`src/rtl/sfir_pkg.sv`:
```
// Shared constants and codes for the symmetric complex FIR filter.
// Used by sfir_cell, sfir_out and symmetric_fir_24tap_complex; depends on nothing.
`timescale 1ns / 1ps

package sfir_pkg;

    localparam int HALF_TAPS_DEF    = 12;
    localparam int SAMPLE_WIDTH_DEF = 16;

    localparam int COEF_W       = 16;
    localparam int COEF_REGS    = 3;
    localparam int COEF_PER_REG = 4;
    localparam int BANK_W       = COEF_W * COEF_PER_REG;

    localparam int SHIFT_W = 5;
    localparam logic [SHIFT_W-1:0] SHIFT_RESET = 5'd9;

    localparam int CFG_IDX_W = 2;

    typedef enum logic [CFG_IDX_W-1:0] {
        CFG_COEF_LOW  = 2'd0,
        CFG_COEF_MID  = 2'd1,
        CFG_COEF_HIGH = 2'd2,
        CFG_OUT_SHIFT = 2'd3
    } cfg_reg_t;

endpackage

```
`src/rtl/sfir_cell.sv`:
```
// One tap-pair cell: two delay-line taps, pre-adder, multiplier, skew line and accumulator.
// Depends on sfir_pkg.
`timescale 1ns / 1ps

module sfir_cell #(
    parameter int SAMPLE_WIDTH = sfir_pkg::SAMPLE_WIDTH_DEF,
    parameter int ACC_W        = 40,
    parameter int DELAY        = 0
) (
    input  logic                                clk,
    input  logic                                shift_en,
    input  logic                                adv,
    input  logic signed [SAMPLE_WIDTH-1:0]      front_in_re,
    input  logic signed [SAMPLE_WIDTH-1:0]      front_in_im,
    input  logic signed [SAMPLE_WIDTH-1:0]      back_in_re,
    input  logic signed [SAMPLE_WIDTH-1:0]      back_in_im,
    output logic signed [SAMPLE_WIDTH-1:0]      front_out_re,
    output logic signed [SAMPLE_WIDTH-1:0]      front_out_im,
    output logic signed [SAMPLE_WIDTH-1:0]      back_out_re,
    output logic signed [SAMPLE_WIDTH-1:0]      back_out_im,
    input  logic signed [sfir_pkg::COEF_W-1:0]  coef,
    input  logic signed [ACC_W-1:0]             psum_in_re,
    input  logic signed [ACC_W-1:0]             psum_in_im,
    output logic signed [ACC_W-1:0]             psum_out_re,
    output logic signed [ACC_W-1:0]             psum_out_im
);

    localparam int PRE_W  = SAMPLE_WIDTH + 1;
    localparam int PROD_W = PRE_W + sfir_pkg::COEF_W;

    logic signed [SAMPLE_WIDTH-1:0] front_re_reg, front_im_reg;
    logic signed [SAMPLE_WIDTH-1:0] back_re_reg, back_im_reg;
    logic signed [PRE_W-1:0]        pre_re_next, pre_im_next;
    logic signed [PRE_W-1:0]        pre_re_reg, pre_im_reg;
    logic signed [PROD_W-1:0]       prod_re_next, prod_im_next;
    logic signed [PROD_W-1:0]       prod_re_reg, prod_im_reg;
    logic signed [PROD_W-1:0]       dly_re, dly_im;
    logic signed [ACC_W-1:0]        psum_re_reg, psum_im_reg;

    // The word entering this cell pairs with the word held in the back tap.
    assign pre_re_next  = PRE_W'(front_in_re) + PRE_W'(back_re_reg);
    assign pre_im_next  = PRE_W'(front_in_im) + PRE_W'(back_im_reg);
    assign prod_re_next = PROD_W'(pre_re_reg) * PROD_W'(coef);
    assign prod_im_next = PROD_W'(pre_im_reg) * PROD_W'(coef);

    always_ff @(posedge clk)
    begin
        if (shift_en)
        begin
            front_re_reg <= front_in_re;
            front_im_reg <= front_in_im;
            back_re_reg  <= back_in_re;
            back_im_reg  <= back_in_im;
        end
        if (adv)
        begin
            pre_re_reg  <= pre_re_next;
            pre_im_reg  <= pre_im_next;
            prod_re_reg <= prod_re_next;
            prod_im_reg <= prod_im_next;
            psum_re_reg <= psum_in_re + ACC_W'(dly_re);
            psum_im_reg <= psum_in_im + ACC_W'(dly_im);
        end
    end

    // Products wait here until the partial sum of the same word reaches this cell.
    generate
        if (DELAY == 0)
        begin : g_nodly
            assign dly_re = prod_re_reg;
            assign dly_im = prod_im_reg;
        end
        else
        begin : g_dly
            logic signed [PROD_W-1:0] skew_re_reg [0:DELAY-1];
            logic signed [PROD_W-1:0] skew_im_reg [0:DELAY-1];

            always_ff @(posedge clk)
            begin
                if (adv)
                begin
                    skew_re_reg[0] <= prod_re_reg;
                    skew_im_reg[0] <= prod_im_reg;
                    for (int i = 1; i < DELAY; i++)
                    begin
                        skew_re_reg[i] <= skew_re_reg[i-1];
                        skew_im_reg[i] <= skew_im_reg[i-1];
                    end
                end
            end

            assign dly_re = skew_re_reg[DELAY-1];
            assign dly_im = skew_im_reg[DELAY-1];
        end
    endgenerate

    assign front_out_re = front_re_reg;
    assign front_out_im = front_im_reg;
    assign back_out_re  = back_re_reg;
    assign back_out_im  = back_im_reg;
    assign psum_out_re  = psum_re_reg;
    assign psum_out_im  = psum_im_reg;

endmodule

```
`config.mk`:
```
export PLATFORM = sky130hd
export DESIGN_NAME = sfir_cell
export DESIGN_NICKNAME = d
export VERILOG_FILES = /design/src/rtl/sfir_pkg.sv /design/src/rtl/sfir_cell.sv
export SDC_FILE = /design/constraint.sdc
export NUM_CORES = 2
export LEC_CHECK = 0
export BUFFER_PORTS_ARGS = -buffer_cell sky130_fd_sc_hd__clkbuf_2
export CORE_MARGIN = 5
export CORE_UTILIZATION = 40
export DETAILED_ROUTE_END_ITERATION = 8
export GPL_TIMING_DRIVEN = 0
export PLACE_DENSITY = 0.58
export SYNTH_ARGS = -nofsm -noshare
export SYNTH_HDL_FRONTEND = slang
export SYNTH_SLANG_ARGS = --single-unit
```
`constraint.sdc`:
```
create_clock -name clk -period 12.85 [get_ports clk]
set_clock_uncertainty 0.1 [all_clocks]
set_input_delay 0 -clock clk [delete_from_list [all_inputs] [get_ports clk]]
set_output_delay 0 -clock clk [all_outputs]
set_load 0.03 [all_outputs]
```
**Word level (Yosys, flattened, before mapping)**

Cells that the tools add are included.

- Output and inout bits: 144
- Logic and storage cells: 16
- Flip-flop bits (word level): 244
- Bits of input ports: 163

- Add/sub/neg operators: 4
- Multipliers: 2

Operators by type and width:

| operator | number |
|---|---|
| adder 40 x 33 -> 40 bit | 2 |
| multiplier 17 x 16 -> 33 bit | 2 |
| adder 16 x 16 -> 17 bit | 2 |

**Depth between registers and ports, before layout**

- Word-level depth: 1
- Mapped depth: 26
- Mapped depth without buffers: 24

**Least setup slack after synthesis**

OpenSTA, ideal clock, no wires.

- Path type: register to register
- From: register pre_im_reg[16]
- To: register prod_im_reg[31], in the netlist dly_im[31], data pin
- Library setup time: 0.258 ns
- Data required time: 12.492 ns
- Data arrival time: 6.084 ns
- Buffers on the path: 1
- Clock period less this slack: 6.441 ns
- Cell stages (with the launch flop): 21
- Setup slack: 6.409 ns
- Path through: edfxtp_1 > clkbuf_1 > nand2_1 > inv_1 > fa_1 > fa_1 > fa_1 > fa_1 > fa_1 > inv_1 > fa_1 > inv_1 > ha_1 > nand4_1 > nor3_1 > or4b_1 > a21oi_1 > nor4_1 > o41ai_1 > a21oi_1 > xnor2_1

- Longest elaborated chain between the ends: 1

RTL lines:

| what | line | RTL |
|---|---|---|
| start, declared | sfir_cell.sv:34 | `logic signed [PRE_W-1:0] pre_re_reg, pre_im_reg;` |
| start signal, assigned | sfir_cell.sv:58 | `pre_im_reg <= pre_im_next;` |
| multiplier 17 x 16 -> 33 bit | sfir_cell.sv:44 | `assign prod_im_next = PROD_W'(pre_im_reg) * PROD_W'(coef);` |
| named net prod_im_next[31] | sfir_cell.sv:35 | `logic signed [PROD_W-1:0] prod_re_next, prod_im_next;` |
| end signal, assigned | sfir_cell.sv:60 | `prod_im_reg <= prod_im_next;` |
| end, declared | sfir_cell.sv:36 | `logic signed [PROD_W-1:0] prod_re_reg, prod_im_reg;` |

The timed path passes the listed nets, and every way through them passes these cells.
A chain may end at the register's enable or synchronous reset.

**Worst setup path after layout**

Ends and elaborated chain as after synthesis.

==> impl_metrics.tcl <==
set metrics [dict create \
    area_growth_pct 17.9 \
    gr-total-overflow 0 \
    yosysWarnings 0 \
    ff2ff_path_depth 20 \
    drc 0 \
    port-buffer-count 305 \
    numCtsBuffers 31 \
    finalSetupViolCount 0 \
    design.core.area_sq_mm 0.0834 \
    post_drt_wl_per_cell_um 18.5 \
    criticalPathCategory "reg2reg" \
    ioPinCount 307 \
    avgSynthCellArea_sq_um 10.1 \
    antenna_found_initial 10 \
    synth_edf_count 244 \
    clock_latency_ps 600 \
    rows 106 \
    finalNetCount 4860 \
    timing.slew.headroom 0.186 \
    min_period_ps 7900 \
    vias_per_cell 4.98 \
    grt_pass1_wl_um 145000 \
    cts_setup_buffers 0 \
    dr.pass1.iters 6 \
    rsz0062_at_grt "no" \
    drive_above_1_share 0.101 \
    syn_nets 4317 \
    die_w_um 300 \
    synth_area_leader_cell "fa_1" \
    ys_types 78 \
    cts-root-buf "clkbuf_16" \
    cts_sinks 244 \
    ctsResizeCount 0 \
    fin_crit_sh 0.615 \
    grtUsageTotal 0.206 \
    cts_tree "built" \
    cts_htree_levels 1 \
    fin_tns_setup_ps 0 \
    status "finished clean" \
    async_flop_share 0 \
    ys.flop_type "edfxtp_1" \
    fill_cells 7896 \
    syn_area_sq_mm 0.0335 \
    drt-initial-drc-count 1663 \
    min_path_type "in2reg" \
    path_clk_slew_ps 60 \
    critPathArrivalTime_ps 8150 \
    grt_pass1_vias 26043 \
    num_vias 24786 \
    grt_max_degree 100 \
    fin_worst_hold_slack_ps 35.0 \
    crit_required_ps 13100 \
    hold_viol 0 \
    fmax_ghz 0.127 \
    ys_seq_elements 244 \
    start_util 0.402 \
    max_slew.worst_pin.slew_ps 1220 \
    dp_hpwl_um 74200 \
    die_area_sq_mm 0.0897 \
    die_height_um 300 \
    ant_nets 0 \
    crit_path_end_kind "register" \
    yosysTopAreaCellShare 0.332 \
    path_max_fanout 10 \
    whs_path_depth 4 \
    clockBufferDepth 3 \
    maxCapViolCount 0 \
    startpoint_type "register" \
    slew_violations 0 \
    synth_area_leaders "fa_1, edfxtp_1, ha_1, inv_1, and2_1" \
    cts_hold_buffers 204 \
    seq_area_frac_synth 0.218 \
    synthCells 3320 \
    gp_congestion 0.940 \
    wirelength_um 91900 \
]
[per-stage QoR]
step,utilization,instance area (sq um),setup WS (ps),cells
floorplan,-,33500,6410,3320
global placement,0.437,36400,5140,4705
detailed placement,0.437,36500,5090,4706
CTS,0.474,39500,5020,4967
global route,0.474,39500,4530,4968
finish,0.474,39500,4950,4974
[per-layer routing]
metal  track usage  up-vias  routed length [um]
li1              -    11603                   -
met5       0.00595        -                  55
met4        0.0469        2                2110
met3        0.0539      109                8210
met1         0.281    12314               39500
met2         0.332      758               42000
[synth_stat cells, types with 3 or more instances]
master     number
a211o_1         5
a211oi_1       14
a21boi_1        7
a21o_1         84
a21oi_1       124
a21oi_2         4
a31oi_1        13
and2_1        274
and3_1         19
clkbuf_1       96
edfxtp_1      244
fa_1          556
ha_1          278
inv_1         674
nand2_1       319
nand2b_1       17
nand3_1        32
nand4_1        13
nor2_1        119
nor2b_1        19
nor3_1         32
nor4_1          5
o2111ai_1       3
o211ai_1       13
o21a_1         16
o21ai_0        43
o21ai_1        23
o21bai_1       19
o31ai_1         6
o41ai_1         5
or2_2           3
or3_1          13
xnor2_1       125
xor2_1         44
[cells by family (layout without fill, tap and decap cells)]
kind of cell | count (synthesis) | in the layout | share of synthesized area
AO/OA/AOI/OAI | 423 | 423 | 0.0861
multiplexers | 1 | 1 | 0.000298
AND/OR/NAND/NOR | 873 | 873 | 0.129
adder cells (fa/ha/maj) | 834 | 834 | 0.436
flip-flops | 244 | 244 | 0.218
buffers and inverters | 776 | 1343 | 0.0870
other | 0 | 7 | 0
XOR/XNOR | 169 | 169 | 0.0441
[cells in the final DEF (no fill, tap or decap), types with 6 or more instances in the layout]
| cell type | synthesis | routed |
|---|---|---|
| o211ai_1 | 13 | 13 |
| nand4_1 | 13 | 13 |
| and2_1 | 274 | 274 |
| a31oi_1 | 13 | 13 |
| and3_1 | 19 | 19 |
| xor2_1 | 44 | 44 |
| o21ai_1 | 23 | 23 |
| o21bai_1 | 19 | 19 |
| a21o_1 | 84 | 84 |
| diode_2 | 0 | 7 |
| dlygate4sd3_1 | 0 | 204 |
| nor3_1 | 32 | 32 |
| o21ai_0 | 43 | 43 |
| xnor2_1 | 125 | 125 |
| clkbuf_1 | 96 | 98 |
| a21boi_1 | 7 | 7 |
| a211oi_1 | 14 | 14 |
| nand2_1 | 319 | 319 |
| inv_1 | 674 | 674 |
| clkbuf_2 | 0 | 303 |
| clkinv_1 | 2 | 6 |
| nor2_1 | 119 | 119 |
| edfxtp_1 | 244 | 244 |
| o21a_1 | 16 | 16 |
| o31ai_1 | 6 | 6 |
| nand3_1 | 32 | 32 |
| clkbuf_16 | 0 | 31 |
| fa_1 | 556 | 556 |
| a21oi_1 | 124 | 124 |
| ha_1 | 278 | 278 |
| nor2b_1 | 19 | 19 |
| or3_1 | 13 | 13 |
| nand2b_1 | 17 | 17 |
[area by class of cell]
class | instances | area, sq um | share of cell area
inverter | 676 | 2540 | 0.0642
clock buffer | 33 | 783 | 0.0198
clock inverter | 24 | 234 | 0.00592
multi-input combinational | 2300 | 23300 | 0.589
tap | 1080 | 1350 | 0.0342
antenna | 7 | 17.5 | 0.000443
timing repair buffer | 510 | 3610 | 0.0912
buffer | 100 | 382 | 0.00965
sequential | 244 | 7330 | 0.185
[critical path, stage by stage, from the launching register on]
cell and delay, ps:
edfxtp_1 650, clkbuf_1 500, nand2_1 190, inv_1 200, fa_1 540, fa_1 820, fa_1 520, fa_1 510
fa_1 490, inv_1 50, fa_1 480, inv_1 40, ha_1 380, nand4_1 210, nor3_1 340, or4b_1 580
a21oi_1 260, nor4_1 90, o41ai_1 390, a21oi_1 140, xnor2_1 140
[path summary, 6_finish.rpt]
path | start | end | slack, ps
worst min register to register | dly_re[0] | psum_out_re[0] | 450
worst min-delay path | psum_in_re[28] | psum_out_re[29] | 30
worst max register to register | pre_im_reg[16] | dly_im[31] | 4950
worst max-delay path | pre_im_reg[16] | dly_im[31] | 4950
Power is left out: the tool's default activity adds up to more than one toggle a clock period on the data nets, which glitch-free logic cannot reach.
