**src/rtl/sfir_pkg.sv**
```systemverilog
// Shared constants and codes for the symmetric complex FIR filter.
// Used by sfir_cell, sfir_out and symmetric_fir_24tap_complex; depends on nothing.
`timescale 1ns / 1ps

package sfir_pkg;

    localparam int HALF_TAPS_DEF    = 12;
    localparam int SAMPLE_WIDTH_DEF = 16;

    localparam int COEF_W       = 16;
    localparam int COEF_REGS    = 3;
    localparam int COEF_PER_REG = 4;
    localparam int BANK_W       = COEF_W * COEF_PER_REG;

    localparam int SHIFT_W = 5;
    localparam logic [SHIFT_W-1:0] SHIFT_RESET = 5'd9;

    localparam int CFG_IDX_W = 2;

    typedef enum logic [CFG_IDX_W-1:0] {
        CFG_COEF_LOW  = 2'd0,
        CFG_COEF_MID  = 2'd1,
        CFG_COEF_HIGH = 2'd2,
        CFG_OUT_SHIFT = 2'd3
    } cfg_reg_t;

endpackage

```
**src/rtl/sfir_out.sv**
```systemverilog
// Output stage: arithmetic right shift, saturation and the output word register.
// Depends on sfir_pkg.
`timescale 1ns / 1ps

module sfir_out #(
    parameter int SAMPLE_WIDTH = sfir_pkg::SAMPLE_WIDTH_DEF,
    parameter int ACC_W        = 40
) (
    input  logic                              clk,
    input  logic                              rst_n,
    input  logic                              load,
    input  logic                              out_ready,
    input  logic [sfir_pkg::SHIFT_W-1:0]      shift,
    input  logic signed [ACC_W-1:0]           acc_re,
    input  logic signed [ACC_W-1:0]           acc_im,
    output logic                              out_valid,
    output logic signed [SAMPLE_WIDTH-1:0]    out_re,
    output logic signed [SAMPLE_WIDTH-1:0]    out_im
);

    logic                           out_valid_reg;
    logic                           out_valid_next;
    logic signed [ACC_W-1:0]        shifted_re, shifted_im;
    logic signed [SAMPLE_WIDTH-1:0] out_re_reg, out_im_reg;
    logic signed [SAMPLE_WIDTH-1:0] out_re_next, out_im_next;

    function automatic logic signed [SAMPLE_WIDTH-1:0] clip(input logic signed [ACC_W-1:0] v);
        logic all_ones;
        logic all_zeros;
        begin
            all_ones  = &v[ACC_W-1:SAMPLE_WIDTH-1];
            all_zeros = ~|v[ACC_W-1:SAMPLE_WIDTH-1];
            if (all_ones || all_zeros)
                clip = v[SAMPLE_WIDTH-1:0];
            else if (v[ACC_W-1])
                clip = {1'b1, {(SAMPLE_WIDTH-1){1'b0}}};
            else
                clip = {1'b0, {(SAMPLE_WIDTH-1){1'b1}}};
        end
    endfunction

    // Arithmetic shift of a two's complement value rounds toward minus infinity.
    assign shifted_re  = acc_re >>> shift;
    assign shifted_im  = acc_im >>> shift;
    assign out_re_next = clip(shifted_re);
    assign out_im_next = clip(shifted_im);

    always_comb
    begin
        out_valid_next = out_valid_reg;
        if (load)
            out_valid_next = 1'b1;
        else if (out_ready)
            out_valid_next = 1'b0;
    end

    always_ff @(posedge clk or negedge rst_n)
    begin
        if (!rst_n)
            out_valid_reg <= 1'b0;
        else
            out_valid_reg <= out_valid_next;
    end

    always_ff @(posedge clk)
    begin
        if (load)
        begin
            out_re_reg <= out_re_next;
            out_im_reg <= out_im_next;
        end
    end

    assign out_valid = out_valid_reg;
    assign out_re    = out_re_reg;
    assign out_im    = out_im_reg;

endmodule

```
**config.mk**
```make
export PLATFORM = sky130hd
export DESIGN_NAME = sfir_out
export DESIGN_NICKNAME = d
export VERILOG_FILES = /design/src/rtl/sfir_pkg.sv /design/src/rtl/sfir_out.sv
export SDC_FILE = /design/constraint.sdc
export NUM_CORES = 1
export LEC_CHECK = 0
export ABC_AREA = 1
export BUFFER_PORTS_ARGS = -buffer_cell sky130_fd_sc_hd__clkbuf_2
export CAP_MARGIN = 10
export CORE_ASPECT_RATIO = 0.9
export CORE_UTILIZATION = 40
export DETAILED_ROUTE_END_ITERATION = 16
export GPL_ROUTABILITY_DRIVEN = 0
export GPL_TIMING_DRIVEN = 0
export PLACE_DENSITY = 0.58
export SYNTH_ARGS = -nofsm -noshare
export SYNTH_HDL_FRONTEND = slang
export SYNTH_SLANG_ARGS = --single-unit
```
**constraint.sdc**
```tcl
create_clock -name clk -period 0.8 [get_ports clk]
set_input_delay 0.12 -clock clk [delete_from_list [all_inputs] [get_ports clk]]
set_output_delay 0.12 -clock clk [all_outputs]
set_load 0.005 [all_outputs]
```
Yosys cells after proc, flatten, opt, wreduce, memory -nomap -nowiden --
Index checks and enable logic that the tools add are counted.
Storage, ports and cells: output and inout bits 33, word-level logic and storage cells 20, input port bits 89, register bits 33
Operators by class: shift-type cells 2, multiplexer cells 6, reductions and logical operators 9
Operators by type and width (count):
- 40-bit by 5-bit >>> shifter with 40-bit output | 2
- 16-bit 2-to-1 mux | 4
- 25-bit AND reduction | 2
- 25-bit OR reduction | 2
- 1-bit logical NOT | 2
- 1-bit logical OR | 2
- 1-bit 2-to-1 mux | 2
- 2-bit nonzero test | 1

Longest topological paths before layout --
Gate-level depths: netlist of the first run.
depth in word-level cells 5, depth in mapped cells 22, gate-level depth less buffers 19

Worst setup path before layout of the first run --
OpenSTA, ideal clock, no wires.
path type input-to-reg, start in shift[0] (netlist bit), end reg out_im_reg[10], in the netlist out_im[10], data pin, arrival 1661 ps, setup time 253 ps, stages 18, required time 547 ps, buffers on the path 4, setup slack -1115 ps, path through buf_6 -> inv_2 -> buf_6 -> buf_8 -> nand2_1 -> nand3_1 -> nand3_1 -> nand3_1 -> nand3_1 -> nand2_1 -> nand2_1 -> nor2_1 -> nand2_1 -> nor2_1 -> nand2_1 -> nand3_2 -> buf_4 -> nand2_1
On the way: longest elaborated chain between the ends 5, elaborated cells between the ends (all ways) 7, those cells by class shift: 1; mux: 2; reduce/logical: 4
RTL lines:
- start: declaration | line sfir_out.sv:13 | input logic [sfir_pkg::SHIFT_W-1:0] shift,
- 40-bit by 5-bit >>> shifter with 40-bit output (*) | line sfir_out.sv:44 | assign shifted_im = acc_im >>> shift;
- 25-bit OR reduction | line sfir_out.sv:32 | all_zeros = ~|v[ACC_W-1:SAMPLE_WIDTH-1];
- 1-bit logical NOT | line sfir_out.sv:32
- 1-bit logical OR | line sfir_out.sv:33 | if (all_ones || all_zeros)
- 16-bit 2-to-1 mux (*) | line sfir_out.sv:33
- named net out_im_next[10] | line sfir_out.sv:25 | logic signed [SAMPLE_WIDTH-1:0] out_re_next, out_im_next;
- end signal: assignment | line sfir_out.sv:70 | out_im_reg <= out_im_next;
- end: declaration | line sfir_out.sv:24 | logic signed [SAMPLE_WIDTH-1:0] out_re_reg, out_im_reg;
The timed path passes the listed nets; every way through them passes the cells marked *. A chain may end at the register's enable or synchronous reset.

Final worst setup path of the first run --
start in shift[0] (netlist bit), end reg out_re_reg[6], in the netlist out_re[6], data pin
On the way: longest elaborated chain between the ends 5, elaborated cells between the ends (all ways) 7, those cells by class shift: 1; mux: 2; reduce/logical: 4
RTL lines:
- 40-bit by 5-bit >>> shifter with 40-bit output (*) | line sfir_out.sv:43 | assign shifted_re = acc_re >>> shift;
- 25-bit OR reduction | line sfir_out.sv:32
- 1-bit logical NOT | line sfir_out.sv:32
- 1-bit logical OR | line sfir_out.sv:33
- 16-bit 2-to-1 mux (*) | line sfir_out.sv:33
- named net out_re_next[6] | line sfir_out.sv:25
- end signal: assignment | line sfir_out.sv:69 | out_re_reg <= out_re_next;
- end: declaration | line sfir_out.sv:24
Marks and branches as above.

==> results.json, run 1 <==
{
  "start_util_pct": 41.5,
  "hp-start": "out_ready",
  "wl_per_cell_um": 18.6,
  "violations": "setup timing",
  "fin_crit_ns": 2.02,
  "groute.usage.overall_pct": 35.4,
  "finalWorstSetupSlack_ns": -1.22,
  "layout_commonest_cell": "nand2_1",
  "ant_nets": 0,
  "synth_area_leaders": "nand3_1, nand2_1, edfxtp_1",
  "tns_ns": -37.63,
  "h-tree-depth": 2,
  "n_antenna_cell": 0,
  "ys_ff_latch": 33,
  "grt_pass1_wl_mm": 41.7,
  "worst_pin_slew_ns": 0.655,
  "drv_cap": 0,
  "clockBufferDepth": 2,
  "seqCellArea_um2": 986,
  "clkSinkCount": 33,
  "yosys_warnings": 0,
  "fillers": 1560,
  "path_max_fanout": 10,
  "synth_cells": 1128,
  "synth-compound-area-share_pct": 8.89,
  "core_area_um2": 14300,
  "max_freq_mhz": 494,
  "period_share_pct": 253,
  "die_x_um": 130,
  "synth.top_cell.area_share_pct": 30.9,
  "synth_fa_ha_area_share_pct": 0,
  "ys_types": 33,
  "final_cell_mix": "nand2_1, nand3_1, clkbuf_2",
  "multi_input_area_um2": 5140,
  "layout-drive-gt1-share_pct": 29.8,
  "muxShareOfSynthArea_pct": 1.01,
  "vias": 8779,
  "status": "finished with violations",
  "worst_ep_arrival_time_ns": 2.05,
  "routed_wl_mm": 27.2,
  "timing.rr.end": "out_valid",
  "power_frac_comb_pct": 53.1,
  "whs_ns": 0.0267,
  "path_class": "in -> reg",
  "total_power_mw": 9.08,
  "crit_required_ns": 0.83,
  "ir_drop_mv": 0.997,
  "root_buffer": "clkbuf_16",
  "synth_fp_nets": 1217,
  "rr_worst_depth": 2,
  "syn_area_per_cell_um2": 5.25,
  "io_pins": 122,
  "finClkSkew_ns": 0,
  "switching_power_mw": 3.87,
  "path_clk_slew_ns": 0.05,
  "drc_errors": 0,
  "r2r_slack_ns": 0.21,
  "overflow": 0,
  "synth-seq-area-share_pct": 16.6,
  "intPower_mw": 5.21,
  "cts_tree": "built",
  "relSlewSlack_pct": 56.3,
  "final-setup-viol-count": 63,
  "num-nets-final": 1355,
  "synth_edf_count": 32,
  "drv_slew": 0,
  "rsz0062_at_grt": "yes",
  "placed_cells": 1436,
  "area_delta_synth_final_pct": 34.9,
  "die_y_um": 117,
  "startpoint_type": "primary input",
  "cp-end-kind": "flip-flop",
  "grt_pass1_vias": 7822,
  "die_area_um2": 15300,
  "ys_dominant_reg_cell": "edfxtp_1",
  "drt_iter0_markers": 1338,
  "synth_top_family_by_area": "simple AND/OR/NAND/NOR gates",
  "cts_buffers": 5,
  "hold_viol": 0,
  "vias_per_cell": 6.01,
  "powerDensity_nw_per_um2": 1140,
  "clock_latency_ns": 0.27,
  "reg2reg_from": "out_valid",
  "finalNonFillerCells": 1460,
  "synth-simple-area-share_pct": 64.7,
  "leakagePower_nw": 3.96,
  "post-dp-hpwl_mm": 21.1,
  "dr.pass1.iters": 6,
  "hold_end": "out_valid",
  "antenna_found_initial": 0,
  "port_buffers": 115,
  "utilization_pct": 56.0,
  "synth_xor_area_share_pct": 0,
  "rows": 41,
  "p_seq_share_pct": 23.0,
  "switching_share_pct": 42.6,
  "synth_area_um2": 5920,
  "grt_max_degree": 34,
  "synth_top_area_cell": "nand3_1",
  "holdPathStages": 2,
  "async_flop_share_pct": 3.03,
  "min_path_type": "in -> reg",
  "clockPowerShare_pct": 23.9
}
## Yosys cell counts (all sizes together), types with 2 or more instances
library cell,count
a31oi,5
nand3,368
a41oi,2
inv,20
nand2,467
mux2i,6
buf,53
a21oi,3
edfxtp,32
o31ai,2
clkbuf,36
nor2,50
o211ai,17
o22ai,3
o21ai,54
## area by class of cell
type,count,area share [%]
multi-input cells,985,64.3
flip-flops and latches,33,12.3
repair buffers,131,9.41
plain buffers,89,7.47
well taps,193,3.02
clock buffers,7,1.79
inverters,21,1.27
clock inverters,1,0.376
## routing by layer
layer	wire length (µm)	share of wire (%)	track usage [%]	vias to the layer above
met5	0	0	0	-
met4	1530	5.6	17.3	0
met3	3500	13	8.35	119
met2	10600	39	47.9	642
met1	11500	42	51.3	3906
li1	-	-	-	4112
## worst max path at each step
stage                     startpoint         end  slack (ns)
final                       shift[0]   out_re[6]       -1.22
after global placement      shift[2]   out_re[4]       -2.02
after CTS                   shift[0]   out_re[6]       -1.09
after detailed placement    shift[2]   out_re[4]       -1.97
after global routing        shift[0]  out_re[11]       -1.32
after floorplan             shift[0]  out_im[10]       -1.08
## cell families (layout without fill, tap and decap cells)
group	count (synthesis)	count (layout)
simple gates	889	889
mux	6	6
compound gates	90	90
buf+inv	110	249
flops	33	33
## power by group through the flow
stage               sequential [mW]  clock, mW  combinational [mW]
floorplan                      2.14          0                2.56
detailed placement             2.12          0                4.00
CTS                            2.09       2.23                4.41
finish                         2.09       2.17                4.82
global placement               2.12          0                4.01
global route                   2.10       2.29                5.20
## metrics by stage
stage	setup slack (ns)	area [µm²]
floorplan	-1.08	5960
global placement	-2.02	6770
detailed placement	-1.97	6770
CTS	-1.09	7660
global route	-1.32	7990
finish	-1.22	7990
## critical path: stages
cell and delay, ns:
buf_12 0.12, clkinv_8 0.05, buf_12 0.12, buf_8 0.13
nand2_1 0.09, nand3_1 0.17, nand3_1 0.13, nand3_1 0.15
nand3_2 0.12, nand2_1 0.10, nand2_1 0.05, nor2_1 0.08
nand2_1 0.07, nor2_2 0.12, nand2_2 0.10, nand3_4 0.14
buf_6 0.13, nand2_1 0.06
## timing repair
action                                 CTS  global route
hold buffers                             1             0
setup endpoints to repair               95            63
cloned                                   4             0
pin swaps                               13            21
setup buffers                           10             1
endpoints found under the hold margin    1             0
gates resized for setup                174            93
Note: power is estimated with default switching activity, not from simulation.
==> run 2, diff against run 1 <==
--- a/config.mk
+++ b/config.mk
@@ -14,6 +14,7 @@
 export GPL_ROUTABILITY_DRIVEN = 0
 export GPL_TIMING_DRIVEN = 0
 export PLACE_DENSITY = 0.58
+export SKIP_CTS_REPAIR_TIMING = 1
 export SYNTH_ARGS = -nofsm -noshare
 export SYNTH_HDL_FRONTEND = slang
 export SYNTH_SLANG_ARGS = --single-unit
==> results.json, run 2 (same netlist as run 1, synthesis figures left out) <==
{
  "status": "finished with violations",
  "violations": "setup timing",
  "dp_slack_ns": -1.97,
  "timing.rr.end": "out_valid",
  "die_x_um": 130,
  "root_buffer": "clkbuf_16",
  "path_cells": "buf_12 -> clkinv_8 -> buf_12 -> nand2_1 -> nand3_1 -> nand3_1 -> nand3_1 -> nand3_2 -> nand2_1 -> nor2_1 -> nand2_1 -> nor2_2 -> nand3_2 -> nand3_4 -> buf_6 -> nand2_1",
  "place_area_um2": 6770,
  "area_delta_synth_final_pct": 52.7,
  "hold_viol": 0,
  "rows": 41,
  "multi_input_area_um2": 5990,
  "clockBufferDepth": 2,
  "num-nets-final": 1364,
  "reg2reg_from": "out_valid",
  "r2r_slack_ns": 0.21,
  "crit_top_cell": "nand2_1",
  "ir_drop_mv": 0.995,
  "relSlewSlack_pct": 62.1,
  "die_area_um2": 15300,
  "final-setup-viol-count": 63,
  "powerDensity_nw_per_um2": 1090,
  "start_util_pct": 41.5,
  "antenna_found_initial": 0,
  "design_area_um2": 9040,
  "clkSinkCount": 33,
  "vias": 9188,
  "final_cell_mix": "nand2_1, nand3_1, nand3_2",
  "max_freq_mhz": 500,
  "post-dp-hpwl_mm": 21.1,
  "layout-drive-gt1-share_pct": 40.4,
  "leakagePower_nw": 4.33,
  "routed_wl_mm": 29.2,
  "hp-start": "out_ready",
  "drv_slew": 0,
  "grt_max_degree": 34,
  "rsz0062_at_grt": "yes",
  "cts_tree": "built",
  "rr_worst_depth": 2,
  "port_buffers": 115,
  "fin_crit_ns": 2.00,
  "holdPathStages": 2,
  "overflow": 0,
  "finClkSkew_ns": 0,
  "clock_latency_ns": 0.27,
  "n_antenna_cell": 0,
  "layout_commonest_cell": "nand2_1",
  "h-tree-depth": 2,
  "seqCellArea_um2": 986,
  "hold_end": "out_valid",
  "vias_per_cell": 6.25,
  "ant_nets": 0,
  "drv_cap": 0,
  "grt_pass1_wl_mm": 40.5,
  "cts_buffers": 5,
  "path_clk_slew_ns": 0.05,
  "min_path_type": "in -> reg",
  "groute.usage.overall_pct": 34.5,
  "crit_required_ns": 0.83,
  "tns_ns": -36.86,
  "total_power_mw": 9.83,
  "placed_cells": 1436,
  "wl_per_cell_um": 19.9,
  "drc_errors": 0,
  "path_class": "in -> reg",
  "io_pins": 122,
  "crit_slowest_cell": "nand3_1",
  "die_y_um": 117,
  "core_area_um2": 14300,
  "finalWorstSetupSlack_ns": -1.20,
  "path_max_fanout": 10,
  "max_stage_delay_ns": 0.18,
  "grt_pass1_vias": 7565,
  "utilization_pct": 63.4,
  "worst_ep_arrival_time_ns": 2.03,
  "worst_pin_slew_ns": 0.569,
  "period_share_pct": 250,
  "cp-end-kind": "flip-flop",
  "whs_ns": 0.0266,
  "dr.pass1.iters": 7,
  "finalNonFillerCells": 1469,
  "startpoint_type": "primary input",
  "fillers": 1333,
  "drt_iter0_markers": 1496
}
-- run 2: per-layer routing --
metal,vias to the layer above,track usage [%],share of wire [%]
met5,-,0,0
met4,0,14.1,6.1
met3,189,8.07,14
met2,783,46.5,40
met1,4071,51.3,40
li1,4145,-,-
-- run 2: cell type report --
class / count / share of cell area [%]
multi-input cells: 985 / 66.3
flip-flops and latches: 33 / 10.9
repair buffers: 140 / 9.16
plain buffers: 89 / 7.82
well taps: 193 / 2.67
clock buffers: 7 / 1.58
inverters: 21 / 1.27
clock inverters: 1 / 0.332
-- run 2: worst max path at each step --
stage              from  slack [ns]    endpoint  cells after the start
3_3_place_gp   shift[2]       -2.02   out_re[4]                      9
2_1_floorplan  shift[0]       -1.08  out_im[10]                     18
6_report       shift[0]       -1.20   out_im[5]                     16
4_1_cts        shift[2]       -1.69   out_re[4]                      9
5_1_grt        shift[0]       -1.24  out_re[11]                     18
3_5_place_dp   shift[2]       -1.97   out_re[4]                      9
-- run 2: critical path, delay by kind of cell --
family                 cells  cell delay, ns
AND/OR/NAND/NOR           12            1.44
buffers and inverters      4            0.46
-- run 2: power breakdown --
group	leakage [nW]	switching, mW	internal (mW)	total (mW)
clock network	0.0841	0.621	1.55	2.17
registers	0.324	0.0352	2.05	2.09
logic	3.92	3.66	1.91	5.57
total	4.33	4.32	5.51	9.83
==> run 3, diff against run 2 <==
--- a/config.mk
+++ b/config.mk
@@ -5,7 +5,7 @@
 export SDC_FILE = /design/constraint.sdc
 export NUM_CORES = 1
 export LEC_CHECK = 0
-export ABC_AREA = 1
+export ABC_AREA = 0
 export BUFFER_PORTS_ARGS = -buffer_cell sky130_fd_sc_hd__clkbuf_2
 export CAP_MARGIN = 10
 export CORE_ASPECT_RATIO = 0.9
@@ -13,8 +13,8 @@
 export DETAILED_ROUTE_END_ITERATION = 16
 export GPL_ROUTABILITY_DRIVEN = 0
 export GPL_TIMING_DRIVEN = 0
-export PLACE_DENSITY = 0.58
 export SKIP_CTS_REPAIR_TIMING = 1
+export SKIP_LAST_GASP = 1
 export SYNTH_ARGS = -nofsm -noshare
 export SYNTH_HDL_FRONTEND = slang
 export SYNTH_SLANG_ARGS = --single-unit
==> results.json, run 3 <==
{
  "syn_area_per_cell_um2": 9.31,
  "rows": 45,
  "hold_viol": 0,
  "dr.pass1.iters": 6,
  "die_y_um": 128,
  "place_area_um2": 8070,
  "core_area_um2": 17100,
  "period_share_pct": 357,
  "drv_slew": 0,
  "port_buffers": 117,
  "ant_nets": 0,
  "synth-seq-area-share_pct": 14.0,
  "cts_buffers": 5,
  "overflow": 0,
  "ir_drop_mv": 0.844,
  "startpoint_type": "primary input",
  "final-setup-viol-count": 63,
  "finClkSkew_ns": 0,
  "powerDensity_nw_per_um2": 1080,
  "area_delta_synth_final_pct": 28.4,
  "leakagePower_nw": 3.72,
  "drc_errors": 0,
  "intPower_mw": 5.85,
  "switching_power_mw": 3.98,
  "grt_pass1_wl_mm": 44.1,
  "path_class": "in -> reg",
  "synth_top_area_cell": "mux4_2",
  "power_frac_comb_pct": 59.7,
  "switching_share_pct": 40.5,
  "layout_commonest_cell": "clkbuf_2",
  "clockBufferDepth": 2,
  "synth_cells": 759,
  "total_power_mw": 9.83,
  "ys_types": 69,
  "async_flop_share_pct": 3.03,
  "wl_per_cell_um": 26.7,
  "relSlewSlack_pct": 58.5,
  "die_x_um": 142,
  "path_max_fanout": 10,
  "worst_ep_arrival_time_ns": 2.87,
  "drv_cap": 0,
  "synth_area_leaders": "mux4_2, mux2i_1, edfxtp_1",
  "synth_fp_nets": 848,
  "design_area_um2": 9070,
  "post-dp-hpwl_mm": 23.2,
  "ys_dominant_reg_cell": "edfxtp_1",
  "groute.usage.overall_pct": 32.5,
  "finalWorstSetupSlack_ns": -2.05,
  "routed_wl_mm": 30.6,
  "n_antenna_cell": 0,
  "drt_iter0_markers": 1223,
  "status": "finished with violations",
  "final_cell_mix": "clkbuf_2, mux2i_1, nand2_1",
  "synth_area_um2": 7060,
  "fin_crit_ns": 2.85,
  "clockPowerShare_pct": 19.0,
  "yosysMostFrequentCell": "mux2i_1",
  "path_clk_slew_ns": 0.05,
  "ys_ff_latch": 33,
  "clkSinkCount": 33,
  "num-nets-final": 996,
  "synth_edf_count": 32,
  "cts_tree": "built",
  "p_seq_share_pct": 21.2,
  "grt_max_degree": 34,
  "crit_required_ns": 0.82,
  "grt_pass1_vias": 7186,
  "worst_pin_slew_ns": 0.622,
  "min_path_type": "in -> reg",
  "cp-end-kind": "flip-flop",
  "max_freq_mhz": 350,
  "die_area_um2": 18200,
  "yosys_warnings": 0,
  "io_pins": 122,
  "root_buffer": "clkbuf_16",
  "antenna_found_initial": 0,
  "synth.top_cell.area_share_pct": 23.0,
  "vias": 7931,
  "fillers": 1585,
  "clock_latency_ns": 0.27,
  "rsz0062_at_grt": "yes",
  "vias_per_cell": 6.94,
  "synthTopCellsByCount": "mux2i_1, nand2_1, mux4_2, nor2_1, a21oi_1",
  "layout-drive-gt1-share_pct": 42.4,
  "start_util_pct": 41.4,
  "violations": "setup timing",
  "h-tree-depth": 2
}
run 3: cell count changes after synthesis, moves of 16 or more:
| cell | previous run | this run |
|---|---|---|
| o21ai_0 | 53 | 25 |
| nand2_1 | 460 | 82 |
| a21oi_1 | 3 | 36 |
| nand3_1 | 366 | 9 |
| a211oi_1 | 1 | 19 |
| mux2i_1 | 6 | 133 |
| mux2_2 | 0 | 28 |
| nor2b_1 | 0 | 16 |
| mux4_2 | 0 | 72 |
run 3: layout make-up:
type                            instances  area [µm²]  area share (%)
Inverter                                9        41.3           0.455
Sequential cell                        33         986            10.9
Multi-Input combinational cell        633        6020            66.3
Buffer                                 82         769            8.48
Clock buffer                            8         146            1.61
Timing Repair Buffer                  143         821            9.05
Tap cell                              235         294            3.24
run 3: path summary, 6_finish.rpt:
kind                           start        end  slack (ns)  cells after the start
max in group asynchronous      rst_n  out_valid        0.56                      2
hold / removal             out_ready  out_valid        0.09                      3
min in group asynchronous      rst_n  out_valid        0.15                      2
hold reg to reg            out_valid  out_valid        0.47                      1
setup / recovery            shift[3]  out_im[9]       -2.05                     11
setup reg to reg           out_valid  out_valid        0.15                      1
run 3: power groups by stage:
stage | registers (mW) | logic, mW | clock network, mW
floorplan | 2.14 | 3.20 | 0
global placement | 2.12 | 4.92 | 0
detailed placement | 2.12 | 4.91 | 0
CTS | 2.09 | 4.93 | 1.91
global route | 2.10 | 6.09 | 1.96
finish | 2.09 | 5.87 | 1.87
run 3: metrics by stage:
step | hold slack, ns | instances | utilization [%] | setup TNS (ns) | setup WS [ns]
CTS | -0.395 | 1119 | 48.1 | -83.06 | -2.72
global placement | -0.104 | 1111 | 47.3 | -98.37 | -3.00
global route | 0.103 | 1143 | 53.2 | -64.21 | -2.09
detailed placement | -0.105 | 1111 | 47.3 | -99.14 | -3.02
floorplan | -0.176 | 759 | - | -59.70 | -2.04
finish | 0.0896 | 1143 | 53.2 | -61.78 | -2.05
run 3: worst max-delay path, cell delays in order:
cell,delay (ns)
clkbuf_2,0.10
buf_6,0.16
buf_6,0.19
nand2_1,0.15
a32o_1,0.32
or4_1,0.53
a2111oi_1,0.46
a32o_1,0.23
a22oi_2,0.09
buf_4,0.19
mux2_4,0.32
run 3: cell families after synthesis:
kind of cell    Yosys count  share of synthesized area [%]
compound gates          170                           16.8
simple gates            229                           16.0
mux                     234                           46.5
flops                    33                           14.0
buf+inv                  93                           6.82
run 3: per-layer routing:
layer / global-route usage, % / routed length (µm) / vias up
met5: 0 / 0 / -
met4: 12.3 / 1170 / 0
met3: 6.16 / 4380 / 110
met2: 46.9 / 12700 / 759
met1: 47.5 / 12300 / 3751
li1: - / - / 3311
